`src/rtl/sae_pkg.sv`:
```
// Shared types, codes and constants for the sensor alarm escalation block.
// Used by the channel interfaces, the classifier and the top level; depends on nothing.
package sae_pkg;

  localparam int unsigned TIME_BITS_DEF = 32;
  localparam int unsigned CFG_IDX_W     = 3;
  localparam int unsigned CFG_DATA_W    = 16;
  localparam int unsigned NOW_W         = 32;
  localparam int unsigned FLAGS_W       = 9;

  localparam logic signed [15:0] GRADIENT_WATCH = 16'sd800;

  localparam int unsigned FLAG_LEVEL_OK   = 0;
  localparam int unsigned FLAG_IMU_OK     = 1;
  localparam int unsigned FLAG_AMBIENT_OK = 2;
  localparam int unsigned FLAG_PROBE      = 3;
  localparam int unsigned FLAG_LID_OPEN   = 4;
  localparam int unsigned FLAG_ENCLOSURE  = 5;
  localparam int unsigned FLAG_MAINS      = 6;
  localparam int unsigned FLAG_RTD_TOP    = 7;
  localparam int unsigned FLAG_RTD_BOTTOM = 8;

  typedef enum logic [0:0] {
    CMD_EVALUATE = 1'b0,
    CMD_ACK      = 1'b1
  } cmd_e;

  typedef enum logic [1:0] {
    LVL_OK    = 2'd0,
    LVL_WATCH = 2'd1,
    LVL_WARN  = 2'd2,
    LVL_CRIT  = 2'd3
  } alarm_level_e;

  typedef enum logic [3:0] {
    RSN_NONE         = 4'd0,
    RSN_LEVEL_WARN   = 4'd1,
    RSN_LEVEL_CRIT   = 4'd2,
    RSN_DROP_RATE    = 4'd3,
    RSN_GRADIENT     = 4'd4,
    RSN_LID_OPEN     = 4'd5,
    RSN_TILT_WARN    = 4'd6,
    RSN_TILT_CRIT    = 4'd7,
    RSN_AMBIENT_HOT  = 4'd8,
    RSN_MAINS_LOST   = 4'd9,
    RSN_BATTERY_CRIT = 4'd10,
    RSN_ENCLOSURE    = 4'd11,
    RSN_PROBE_GONE   = 4'd12,
    RSN_SENSOR_FAULT = 4'd13
  } reason_e;

  typedef enum logic [CFG_IDX_W-1:0] {
    CFG_LEVEL_CRIT   = 3'd0,
    CFG_LEVEL_WARN   = 3'd1,
    CFG_DROP_RATE    = 3'd2,
    CFG_TILT_CRIT    = 3'd3,
    CFG_TILT_WARN    = 3'd4,
    CFG_BATTERY_CRIT = 3'd5,
    CFG_LID_MINUTES  = 3'd6,
    CFG_AMBIENT_HOT  = 3'd7
  } cfg_idx_e;

  typedef struct packed {
    logic [9:0]         level_critical_limit;
    logic [9:0]         level_warning_limit;
    logic [13:0]        drop_rate_limit;
    logic [10:0]        tilt_critical_limit;
    logic [10:0]        tilt_warning_limit;
    logic [9:0]         battery_critical_limit;
    logic [15:0]        lid_open_minutes;
    logic signed [11:0] ambient_watch_limit;
  } cfg_t;

  localparam cfg_t CFG_RESET = '{
    level_critical_limit:   10'd150,
    level_warning_limit:    10'd300,
    drop_rate_limit:        14'd50,
    tilt_critical_limit:    11'd300,
    tilt_warning_limit:     11'd150,
    battery_critical_limit: 10'd100,
    lid_open_minutes:       16'd5,
    ambient_watch_limit:    12'sd350
  };

  typedef struct packed {
    cmd_e               command;
    logic [NOW_W-1:0]   now_minutes;
    logic [FLAGS_W-1:0] status_flags;
    logic signed [10:0] level_percent;
    logic signed [14:0] level_fall_rate;
    logic [10:0]        tilt_angle;
    logic [9:0]         battery_percent;
    logic signed [11:0] ambient_temp;
    logic signed [15:0] temp_gradient;
  } in_item_t;

  typedef struct packed {
    alarm_level_e level;
    reason_e      reason;
  } verdict_t;

endpackage

```
`src/rtl/sae_in_if.sv`:
```
// Input channel of the sensor alarm escalation block: valid, ready and one command item.
// Depends on sae_pkg for field widths.
interface sae_in_if;
  logic                       valid;
  logic                       ready;
  logic [0:0]                 command;
  logic [sae_pkg::NOW_W-1:0]  now_minutes;
  logic [sae_pkg::FLAGS_W-1:0] status_flags;
  logic signed [10:0]         level_percent;
  logic signed [14:0]         level_fall_rate;
  logic [10:0]                tilt_angle;
  logic [9:0]                 battery_percent;
  logic signed [11:0]         ambient_temp;
  logic signed [15:0]         temp_gradient;

  modport source (
    output valid, command, now_minutes, status_flags, level_percent, level_fall_rate,
           tilt_angle, battery_percent, ambient_temp, temp_gradient,
    input  ready
  );

  modport sink (
    input  valid, command, now_minutes, status_flags, level_percent, level_fall_rate,
           tilt_angle, battery_percent, ambient_temp, temp_gradient,
    output ready
  );
endinterface

```
`src/rtl/sae_out_if.sv`:
```
// Result channel of the sensor alarm escalation block: valid, ready and one result item.
// Depends on sae_pkg for field widths.
interface sae_out_if;
  logic                      valid;
  logic                      ready;
  logic [1:0]                alarm_level;
  logic [3:0]                event_reason;
  logic [3:0]                held_reason;
  logic                      is_acked;
  logic [sae_pkg::NOW_W-1:0] level_entered_at;

  modport source (
    output valid, alarm_level, event_reason, held_reason, is_acked, level_entered_at,
    input  ready
  );

  modport sink (
    input  valid, alarm_level, event_reason, held_reason, is_acked, level_entered_at,
    output ready
  );
endinterface

```
`src/rtl/sae_classify.sv`:
```
// First-match priority classifier of one evaluate item, with the next state of the lid timer.
// Purely combinational; depends on sae_pkg.
module sae_classify #(
  parameter int unsigned TIME_BITS = sae_pkg::TIME_BITS_DEF
) (
  input  sae_pkg::cfg_t         cfg_i,
  input  sae_pkg::in_item_t     item_i,
  input  logic [TIME_BITS-1:0]  now_i,
  input  sae_pkg::alarm_level_e level_i,
  input  logic                  lid_timing_i,
  input  logic [TIME_BITS-1:0]  lid_start_i,
  output logic                  lid_timing_o,
  output logic [TIME_BITS-1:0]  lid_start_o,
  output sae_pkg::verdict_t     verdict_o
);

  logic                 lvl_ok, imu_ok, amb_ok, probe, lid, enc, mains, rtd_top, rtd_bot;
  logic                 level_known, rate_pos;
  logic [TIME_BITS-1:0] start_eff;
  logic [TIME_BITS-1:0] elapsed;
  logic                 lid_late;

  assign lvl_ok  = item_i.status_flags[sae_pkg::FLAG_LEVEL_OK];
  assign imu_ok  = item_i.status_flags[sae_pkg::FLAG_IMU_OK];
  assign amb_ok  = item_i.status_flags[sae_pkg::FLAG_AMBIENT_OK];
  assign probe   = item_i.status_flags[sae_pkg::FLAG_PROBE];
  assign lid     = item_i.status_flags[sae_pkg::FLAG_LID_OPEN];
  assign enc     = item_i.status_flags[sae_pkg::FLAG_ENCLOSURE];
  assign mains   = item_i.status_flags[sae_pkg::FLAG_MAINS];
  assign rtd_top = item_i.status_flags[sae_pkg::FLAG_RTD_TOP];
  assign rtd_bot = item_i.status_flags[sae_pkg::FLAG_RTD_BOTTOM];

  assign level_known = ~item_i.level_percent[10];
  assign rate_pos    = ~item_i.level_fall_rate[14];

  assign start_eff = lid_timing_i ? lid_start_i : now_i;
  assign elapsed   = now_i - start_eff;
  assign lid_late  = elapsed >= TIME_BITS'(cfg_i.lid_open_minutes);

  always_comb begin
    lid_timing_o = lid_timing_i;
    lid_start_o  = lid_start_i;
    verdict_o    = '{level: sae_pkg::LVL_OK, reason: sae_pkg::RSN_NONE};
    if (lvl_ok && level_known &&
        (item_i.level_percent[9:0] < cfg_i.level_critical_limit)) begin
      verdict_o = '{level: sae_pkg::LVL_CRIT, reason: sae_pkg::RSN_LEVEL_CRIT};
    end else if (lvl_ok && rate_pos &&
                 (item_i.level_fall_rate[13:0] > cfg_i.drop_rate_limit)) begin
      verdict_o = '{level: sae_pkg::LVL_CRIT, reason: sae_pkg::RSN_DROP_RATE};
    end else if (imu_ok && (item_i.tilt_angle > cfg_i.tilt_critical_limit)) begin
      verdict_o = '{level: sae_pkg::LVL_CRIT, reason: sae_pkg::RSN_TILT_CRIT};
    end else if (item_i.battery_percent < cfg_i.battery_critical_limit) begin
      verdict_o = '{level: sae_pkg::LVL_CRIT, reason: sae_pkg::RSN_BATTERY_CRIT};
    end else if (!probe) begin
      verdict_o = '{level: sae_pkg::LVL_CRIT, reason: sae_pkg::RSN_PROBE_GONE};
    end else if (lvl_ok && level_known &&
                 (item_i.level_percent[9:0] < cfg_i.level_warning_limit)) begin
      verdict_o = '{level: sae_pkg::LVL_WARN, reason: sae_pkg::RSN_LEVEL_WARN};
    end else if (imu_ok && (item_i.tilt_angle > cfg_i.tilt_warning_limit)) begin
      verdict_o = '{level: sae_pkg::LVL_WARN, reason: sae_pkg::RSN_TILT_WARN};
    end else begin
      // The lid timer only moves once every higher-priority check has passed.
      if (lid) begin
        lid_timing_o = 1'b1;
        lid_start_o  = start_eff;
      end else begin
        lid_timing_o = 1'b0;
        lid_start_o  = '0;
      end
      if (lid && lid_late) begin
        verdict_o = '{level: sae_pkg::LVL_WARN, reason: sae_pkg::RSN_LID_OPEN};
      end else if (enc && (level_i >= sae_pkg::LVL_WARN)) begin
        verdict_o = '{level: sae_pkg::LVL_WARN, reason: sae_pkg::RSN_ENCLOSURE};
      end else if (amb_ok && (item_i.ambient_temp > cfg_i.ambient_watch_limit)) begin
        verdict_o = '{level: sae_pkg::LVL_WATCH, reason: sae_pkg::RSN_AMBIENT_HOT};
      end else if (!mains) begin
        verdict_o = '{level: sae_pkg::LVL_WATCH, reason: sae_pkg::RSN_MAINS_LOST};
      end else if (lvl_ok && rtd_top && rtd_bot &&
                   (item_i.temp_gradient < sae_pkg::GRADIENT_WATCH)) begin
        verdict_o = '{level: sae_pkg::LVL_WATCH, reason: sae_pkg::RSN_GRADIENT};
      end else if (!lvl_ok || !imu_ok || !amb_ok) begin
        verdict_o = '{level: sae_pkg::LVL_WATCH, reason: sae_pkg::RSN_SENSOR_FAULT};
      end
    end
  end

endmodule

```
`src/rtl/sensor_alarm_escalation.sv`:
```
// Sensor alarm escalation: classifies readings and holds an acknowledged alarm level.
// Throughput is one item per cycle while the result register is not stalled by out ready.
// The held state is updated as an item leaves the input register for the result register.
// Reset clears the held level, reason, acknowledge, lid timer and entry time, and reloads
// the configuration registers with their default limits. Depends on sae_pkg, sae_in_if,
// sae_out_if and sae_classify.
module sensor_alarm_escalation #(
  parameter int unsigned TIME_BITS = sae_pkg::TIME_BITS_DEF
) (
  input  logic                           clk_i,
  input  logic                           rst_ni,
  input  logic                           cfg_we_i,
  input  logic [sae_pkg::CFG_IDX_W-1:0]  cfg_idx_i,
  input  logic [sae_pkg::CFG_DATA_W-1:0] cfg_data_i,
  sae_in_if.sink                         in_i,
  sae_out_if.source                      out_o
);

  sae_pkg::cfg_t         cfg_q;
  sae_pkg::in_item_t     in_q;
  logic                  in_valid_q;
  logic                  out_valid_q;
  logic                  out_free;
  logic                  advance;

  sae_pkg::alarm_level_e level_q, level_d;
  sae_pkg::reason_e      reason_q, reason_d;
  logic                  ack_q, ack_d;
  logic                  lid_timing_q, lid_timing_d;
  logic [TIME_BITS-1:0]  lid_start_q, lid_start_d;
  logic [sae_pkg::NOW_W-1:0] entered_q, entered_d;
  sae_pkg::reason_e      event_d;

  logic                  cls_timing;
  logic [TIME_BITS-1:0]  cls_start;
  sae_pkg::verdict_t     verdict;

  logic [63:0]           now_wide;
  logic [TIME_BITS-1:0]  now_t;
  logic [63:0]           now_t_wide;

  logic [1:0]            res_level_q;
  logic [3:0]            res_event_q;
  logic [3:0]            res_reason_q;
  logic                  res_ack_q;
  logic [sae_pkg::NOW_W-1:0] res_entered_q;

  // Configuration registers.
  always_ff @(posedge clk_i or negedge rst_ni) begin
    if (!rst_ni) begin
      cfg_q <= sae_pkg::CFG_RESET;
    end else if (cfg_we_i) begin
      case (sae_pkg::cfg_idx_e'(cfg_idx_i))
        sae_pkg::CFG_LEVEL_CRIT:   cfg_q.level_critical_limit   <= cfg_data_i[9:0];
        sae_pkg::CFG_LEVEL_WARN:   cfg_q.level_warning_limit    <= cfg_data_i[9:0];
        sae_pkg::CFG_DROP_RATE:    cfg_q.drop_rate_limit        <= cfg_data_i[13:0];
        sae_pkg::CFG_TILT_CRIT:    cfg_q.tilt_critical_limit    <= cfg_data_i[10:0];
        sae_pkg::CFG_TILT_WARN:    cfg_q.tilt_warning_limit     <= cfg_data_i[10:0];
        sae_pkg::CFG_BATTERY_CRIT: cfg_q.battery_critical_limit <= cfg_data_i[9:0];
        sae_pkg::CFG_LID_MINUTES:  cfg_q.lid_open_minutes       <= cfg_data_i[15:0];
        sae_pkg::CFG_AMBIENT_HOT:  cfg_q.ambient_watch_limit    <= $signed(cfg_data_i[11:0]);
        default: begin
        end
      endcase
    end
  end

  // Handshake: the input register moves on whenever the result register is free.
  assign out_free   = !out_valid_q || out_o.ready;
  assign advance    = in_valid_q && out_free;
  assign in_i.ready = !in_valid_q || out_free;

  always_ff @(posedge clk_i or negedge rst_ni) begin
    if (!rst_ni) begin
      in_valid_q <= 1'b0;
    end else if (in_i.ready) begin
      in_valid_q <= in_i.valid;
    end
  end

  always_ff @(posedge clk_i) begin
    if (in_i.valid && in_i.ready) begin
      in_q.command         <= sae_pkg::cmd_e'(in_i.command);
      in_q.now_minutes     <= in_i.now_minutes;
      in_q.status_flags    <= in_i.status_flags;
      in_q.level_percent   <= in_i.level_percent;
      in_q.level_fall_rate <= in_i.level_fall_rate;
      in_q.tilt_angle      <= in_i.tilt_angle;
      in_q.battery_percent <= in_i.battery_percent;
      in_q.ambient_temp    <= in_i.ambient_temp;
      in_q.temp_gradient   <= in_i.temp_gradient;
    end
  end

  assign now_wide   = 64'(in_q.now_minutes);
  assign now_t      = now_wide[TIME_BITS-1:0];
  assign now_t_wide = 64'(now_t);

  sae_classify #(
    .TIME_BITS (TIME_BITS)
  ) u_classify (
    .cfg_i        (cfg_q),
    .item_i       (in_q),
    .now_i        (now_t),
    .level_i      (level_q),
    .lid_timing_i (lid_timing_q),
    .lid_start_i  (lid_start_q),
    .lid_timing_o (cls_timing),
    .lid_start_o  (cls_start),
    .verdict_o    (verdict)
  );

  always_comb begin
    level_d      = level_q;
    reason_d     = reason_q;
    ack_d        = ack_q;
    lid_timing_d = lid_timing_q;
    lid_start_d  = lid_start_q;
    entered_d    = entered_q;
    event_d      = sae_pkg::RSN_NONE;
    if (in_q.command == sae_pkg::CMD_ACK) begin
      ack_d = 1'b1;
    end else begin
      lid_timing_d = cls_timing;
      lid_start_d  = cls_start;
      if (verdict.level > level_q) begin
        level_d   = verdict.level;
        reason_d  = verdict.reason;
        entered_d = now_t_wide[sae_pkg::NOW_W-1:0];
        ack_d     = 1'b0;
        event_d   = verdict.reason;
      end else if ((verdict.level < level_q) && ack_q) begin
        level_d   = verdict.level;
        reason_d  = verdict.reason;
        entered_d = now_t_wide[sae_pkg::NOW_W-1:0];
        ack_d     = 1'b0;
      end else if ((verdict.level == level_q) && (verdict.reason != sae_pkg::RSN_NONE)) begin
        reason_d = verdict.reason;
      end
    end
  end

  always_ff @(posedge clk_i or negedge rst_ni) begin
    if (!rst_ni) begin
      level_q      <= sae_pkg::LVL_OK;
      reason_q     <= sae_pkg::RSN_NONE;
      ack_q        <= 1'b0;
      lid_timing_q <= 1'b0;
      lid_start_q  <= '0;
      entered_q    <= '0;
    end else if (advance) begin
      level_q      <= level_d;
      reason_q     <= reason_d;
      ack_q        <= ack_d;
      lid_timing_q <= lid_timing_d;
      lid_start_q  <= lid_start_d;
      entered_q    <= entered_d;
    end
  end

  // Result register.
  always_ff @(posedge clk_i or negedge rst_ni) begin
    if (!rst_ni) begin
      out_valid_q <= 1'b0;
    end else if (out_free) begin
      out_valid_q <= in_valid_q;
    end
  end

  always_ff @(posedge clk_i) begin
    if (advance) begin
      res_level_q   <= level_d;
      res_event_q   <= event_d;
      res_reason_q  <= reason_d;
      res_ack_q     <= ack_d;
      res_entered_q <= entered_d;
    end
  end

  assign out_o.valid            = out_valid_q;
  assign out_o.alarm_level      = res_level_q;
  assign out_o.event_reason     = res_event_q;
  assign out_o.held_reason      = res_reason_q;
  assign out_o.is_acked         = res_ack_q;
  assign out_o.level_entered_at = res_entered_q;

`ifndef SYNTH
  // The held level is OK exactly when no reason is held.
  a_level_reason_pair: assert property (@(posedge clk_i) disable iff (!rst_ni)
    (level_q == sae_pkg::LVL_OK) == (reason_q == sae_pkg::RSN_NONE))
    else $error("held level and held reason disagree");

  // An escalation event always reports a raised, unacknowledged level.
  a_event_escalated: assert property (@(posedge clk_i) disable iff (!rst_ni)
    (out_valid_q && (res_event_q != sae_pkg::RSN_NONE)) |->
      ((res_level_q != sae_pkg::LVL_OK) && !res_ack_q))
    else $error("escalation event without a raised unacknowledged level");

  // An acknowledge transfer that leaves the input register sets the acknowledge.
  a_ack_sets_flag: assert property (@(posedge clk_i) disable iff (!rst_ni)
    (advance && (in_q.command == sae_pkg::CMD_ACK)) |=> ack_q)
    else $error("acknowledge did not set the flag");

  // A rise of the held level always clears the acknowledge.
  a_rise_clears_ack: assert property (@(posedge clk_i) disable iff (!rst_ni)
    (advance && (level_d > level_q)) |=> !ack_q)
    else $error("level rose but the acknowledge stayed set");
`endif

endmodule

```
`src/flat_wrapper.sv`:
```
// flat-port wrapper written by rule: the top's interface ports become plain ports
module sensor_alarm_escalation_flat 
#(
  parameter int unsigned TIME_BITS = sae_pkg::TIME_BITS_DEF
)
  (clk_i, rst_ni, cfg_we_i, cfg_idx_i, cfg_data_i, in_i_valid, in_i_command, in_i_now_minutes, in_i_status_flags, in_i_level_percent, in_i_level_fall_rate, in_i_tilt_angle, in_i_battery_percent, in_i_ambient_temp, in_i_temp_gradient, in_i_ready, out_o_valid, out_o_alarm_level, out_o_event_reason, out_o_held_reason, out_o_is_acked, out_o_level_entered_at, out_o_ready);
  sae_in_if in_i_i ();
  sae_out_if out_o_i ();
  input  logic clk_i;
  input  logic rst_ni;
  input  logic cfg_we_i;
  input  logic [sae_pkg::CFG_IDX_W-1:0] cfg_idx_i;
  input  logic [sae_pkg::CFG_DATA_W-1:0] cfg_data_i;
  input wire logic [$bits(in_i_i.valid)-1:0] in_i_valid;
  input wire logic [$bits(in_i_i.command)-1:0] in_i_command;
  input wire logic [$bits(in_i_i.now_minutes)-1:0] in_i_now_minutes;
  input wire logic [$bits(in_i_i.status_flags)-1:0] in_i_status_flags;
  input wire logic [$bits(in_i_i.level_percent)-1:0] in_i_level_percent;
  input wire logic [$bits(in_i_i.level_fall_rate)-1:0] in_i_level_fall_rate;
  input wire logic [$bits(in_i_i.tilt_angle)-1:0] in_i_tilt_angle;
  input wire logic [$bits(in_i_i.battery_percent)-1:0] in_i_battery_percent;
  input wire logic [$bits(in_i_i.ambient_temp)-1:0] in_i_ambient_temp;
  input wire logic [$bits(in_i_i.temp_gradient)-1:0] in_i_temp_gradient;
  output wire logic [$bits(in_i_i.ready)-1:0] in_i_ready;
  output wire logic [$bits(out_o_i.valid)-1:0] out_o_valid;
  output wire logic [$bits(out_o_i.alarm_level)-1:0] out_o_alarm_level;
  output wire logic [$bits(out_o_i.event_reason)-1:0] out_o_event_reason;
  output wire logic [$bits(out_o_i.held_reason)-1:0] out_o_held_reason;
  output wire logic [$bits(out_o_i.is_acked)-1:0] out_o_is_acked;
  output wire logic [$bits(out_o_i.level_entered_at)-1:0] out_o_level_entered_at;
  input wire logic [$bits(out_o_i.ready)-1:0] out_o_ready;
  assign in_i_i.valid = in_i_valid;
  assign in_i_i.command = in_i_command;
  assign in_i_i.now_minutes = in_i_now_minutes;
  assign in_i_i.status_flags = in_i_status_flags;
  assign in_i_i.level_percent = in_i_level_percent;
  assign in_i_i.level_fall_rate = in_i_level_fall_rate;
  assign in_i_i.tilt_angle = in_i_tilt_angle;
  assign in_i_i.battery_percent = in_i_battery_percent;
  assign in_i_i.ambient_temp = in_i_ambient_temp;
  assign in_i_i.temp_gradient = in_i_temp_gradient;
  assign in_i_ready = in_i_i.ready;
  assign out_o_valid = out_o_i.valid;
  assign out_o_alarm_level = out_o_i.alarm_level;
  assign out_o_event_reason = out_o_i.event_reason;
  assign out_o_held_reason = out_o_i.held_reason;
  assign out_o_is_acked = out_o_i.is_acked;
  assign out_o_level_entered_at = out_o_i.level_entered_at;
  assign out_o_i.ready = out_o_ready;
  sensor_alarm_escalation #(.TIME_BITS(TIME_BITS)) u_core (.clk_i(clk_i), .rst_ni(rst_ni), .cfg_we_i(cfg_we_i), .cfg_idx_i(cfg_idx_i), .cfg_data_i(cfg_data_i), .in_i(in_i_i), .out_o(out_o_i));
endmodule
```
`config.mk`:
```
export PLATFORM = sky130hd
export DESIGN_NAME = sensor_alarm_escalation_flat
export DESIGN_NICKNAME = d
export VERILOG_FILES = /design/src/rtl/sae_pkg.sv /design/src/rtl/sae_in_if.sv /design/src/rtl/sae_out_if.sv /design/src/rtl/sae_classify.sv /design/src/rtl/sensor_alarm_escalation.sv /design/src/flat_wrapper.sv
export SDC_FILE = /design/constraint.sdc
export NUM_CORES = 1
export LEC_CHECK = 0
export CORE_ASPECT_RATIO = 2
export CORE_MARGIN = 8
export CORE_UTILIZATION = 64
export DETAILED_ROUTE_END_ITERATION = 7
export DONT_BUFFER_PORTS = 1
export PLACE_DENSITY = 0.76
export SYNTH_ARGS = -nofsm -noshare
export SYNTH_HDL_FRONTEND = slang
export SYNTH_HIERARCHICAL = 1
export SYNTH_SLANG_ARGS = --single-unit
```
`constraint.sdc`:
```
create_clock -name clk_i -period 9.01 [get_ports clk_i]
set_input_delay 1.802 -clock clk_i [delete_from_list [all_inputs] [get_ports clk_i]]
set_output_delay 1.802 -clock clk_i [all_outputs]
set_load 0.05 [all_outputs]
```
==> flow_metrics.tcl <==
set metrics [dict create \
    status "finished, final reports clean" \
    clockBufferDepth 3 \
    drt_pass1_iterations 5 \
    sw_frac_of_total_pct 34.25 \
    cp-start-kind "register" \
    fin_crit_sh_pct 77.60 \
    skew_ps 24.08 \
    final_layout_size_suffix_gt1_share_pct 25.69 \
    cts-root-buf "clkbuf_16" \
    via_per_inst 6.063 \
    max-cap-violations 0 \
    grt_pass1_vias 10910 \
    endpoint_kind "register" \
    critical_path_class "register to register" \
    cp.depth 26 \
    clock-sinks 323 \
    die_x_um 131.7 \
    fill_cells 1879 \
    hp-start "u_core/entered_q[26]" \
    worst_pin_slew_ps 1175 \
    num_rows 85 \
    max_stage_delay_ps 480 \
    relSlewSlack_pct 21.31 \
    clk_latency_ps 580 \
    final_common_cell "mux2_2" \
    syn-instance-count 1347 \
    p_sw_w 0.001884 \
    routabilityCongestion 0.8821 \
    cp-startpoint "u_core/lid_timing_q" \
    required_ps 9330 \
    grt_pass1_wl_um 59380 \
    crit_slowest_cell "buf_4" \
    regToRegEndpoint "u_core/out_o.level_entered_at[8]" \
    postCtsSetupBuffers 0 \
    routed_wl_um 37360 \
    grt_max_degree 169 \
    crit_family "compound AO/OA/AOI/OAI gates" \
    syn_nets 1615 \
    core_area_um2 26590 \
    start_util_pct 64.48 \
    grt_usage_pct 22.88 \
    drt-wirelength-per-cell_um 21.71 \
    dp_hpwl_um 25580 \
    timing.fmax_mhz 143.0 \
    setup_violations 0 \
    reg2reg_from "u_core/lid_timing_q" \
    clock_power_share_pct 25.0 \
    power_density_nw_per_um2 297.2 \
    worstHoldEndpoint "u_core/entered_q[26]" \
    leakagePower_nw 7.782 \
    die_h_um 247.5 \
    layout_common_cells "mux2_2, edfxtp_1, dfrtp_1" \
    ctsHoldBuffers 0 \
    hold_depth 1 \
    drc 0 \
    htree_levels 1 \
    grt.overflow.total 0 \
    finalMaxSlewViolations 0 \
    area_growth_pct 7.970 \
    seqPwrFrac_pct 42.1 \
    reg2reg_slack_ps 2020 \
    syn_area_per_cell_um2 12.73 \
    boundaryPins 186 \
    critPathMaxFanout 34 \
    numPortBuffers 0 \
    p_int_w 0.003618 \
    rsz0062_at_grt "false" \
    die_area_um2 32600 \
    path_clk_slew_ps 70 \
    cts_resized 0 \
    pwr-share-comb_pct 32.8 \
    syn-cell-area_um2 17140 \
    finalHoldViolCount 0 \
    final_nets 1615 \
    setup_tns_ps 0 \
    drt_iter0_markers 605 \
    min_path_type "register to register" \
    cts_tree "built" \
    numCtsBuffers 29 \
    vias 10440 \
    worstPathArrival_ps 7310 \
    ff2ff_path_depth 26 \
    ys_warn_count 6 \
    crit_buf_inv 3 \
    whs_ps 503.3 \
    vdd_drop_max_v 0.0002314 \
    postRouteAntennaNets 0 \
    antenna_found_initial 6 \
    period_needed_ps 6991 \
]
## worst max-delay path by stage
stage	to	slack [ps]
after floorplan	u_core/out_o.alarm_level[0]	2570
after global placement	u_core/out_o.level_entered_at[17]	2150
after detailed placement	u_core/out_o.level_entered_at[15]	2030
after CTS	u_core/out_o.level_entered_at[19]	2000
after global routing	u_core/out_o.level_entered_at[17]	1570
final	u_core/out_o.level_entered_at[8]	2020
## per-layer routing
layer	GRT usage [%]	vias up	wire, um
met3	4.945	71	2177
li1	-	4940	-
met5	0	-	43
met4	7.951	8	979
met2	39.78	282	18630
met1	27.63	5134	15520
## area by class of cell
| type | count | area [um^2] | area share [%] |
|---|---|---|---|
| Timing Repair Buffer | 8 | 60.06 | 0.3245 |
| Inverter | 117 | 439.2 | 2.373 |
| Antenna cell | 3 | 7.507 | 0.04056 |
| Clock inverter | 21 | 317.8 | 1.717 |
| Sequential cell | 323 | 8897 | 48.07 |
| Clock buffer | 33 | 750.7 | 4.056 |
| Multi-Input combinational cell | 868 | 7602 | 41.07 |
| Tap cell | 348 | 435.4 | 2.352 |
## per-stage QoR
| stage | utilization [%] | power [W] | worst slack, ps | instances | cell area, um^2 |
|---|---|---|---|---|---|
| after detailed placement | 65.57 | 0.004134 | 2034 | 1664 | 17430 |
| after global placement | 65.57 | 0.004053 | 2151 | 1664 | 17430 |
| after global routing | 69.62 | 0.005826 | 1574 | 1721 | 18510 |
| after CTS | 69.59 | 0.005538 | 1997 | 1718 | 18500 |
| final | 69.62 | 0.005502 | 2019 | 1721 | 18510 |
| after floorplan | - | 0.003755 | 2565 | 1347 | 17140 |
## registers in the layout, indices dropped and copies added (netlist names)
register and cells:
u_core/out_o.level_entered_at 32, u_core/out_o.alarm_level 2, u_core/entered_q 32, u_core/now_t 32, u_core/in_q 80, u_core/reason_q 4, u_core/out_o.event_reason 4, u_core/out_o.is_acked 1
u_core/lid_start_q 32, u_core/ack_q 1, u_core/out_o.held_reason 4, u_core/level_q 2, u_core/out_o.valid 1, u_core/cfg_q 94, u_core/lid_timing_q 1, u_core/in_valid_q 1
## power by group through the flow
stage / clock (W) / combinational (W) / sequential, W
floorplan: 0 / 0.00147 / 0.00228
CTS: 0.00141 / 0.00181 / 0.00232
finish: 0.00138 / 0.00181 / 0.00232
global route: 0.00145 / 0.00201 / 0.00237
detailed placement: 0 / 0.00179 / 0.00235
global placement: 0 / 0.00173 / 0.00232
Power figures use the tool's default switching activity.
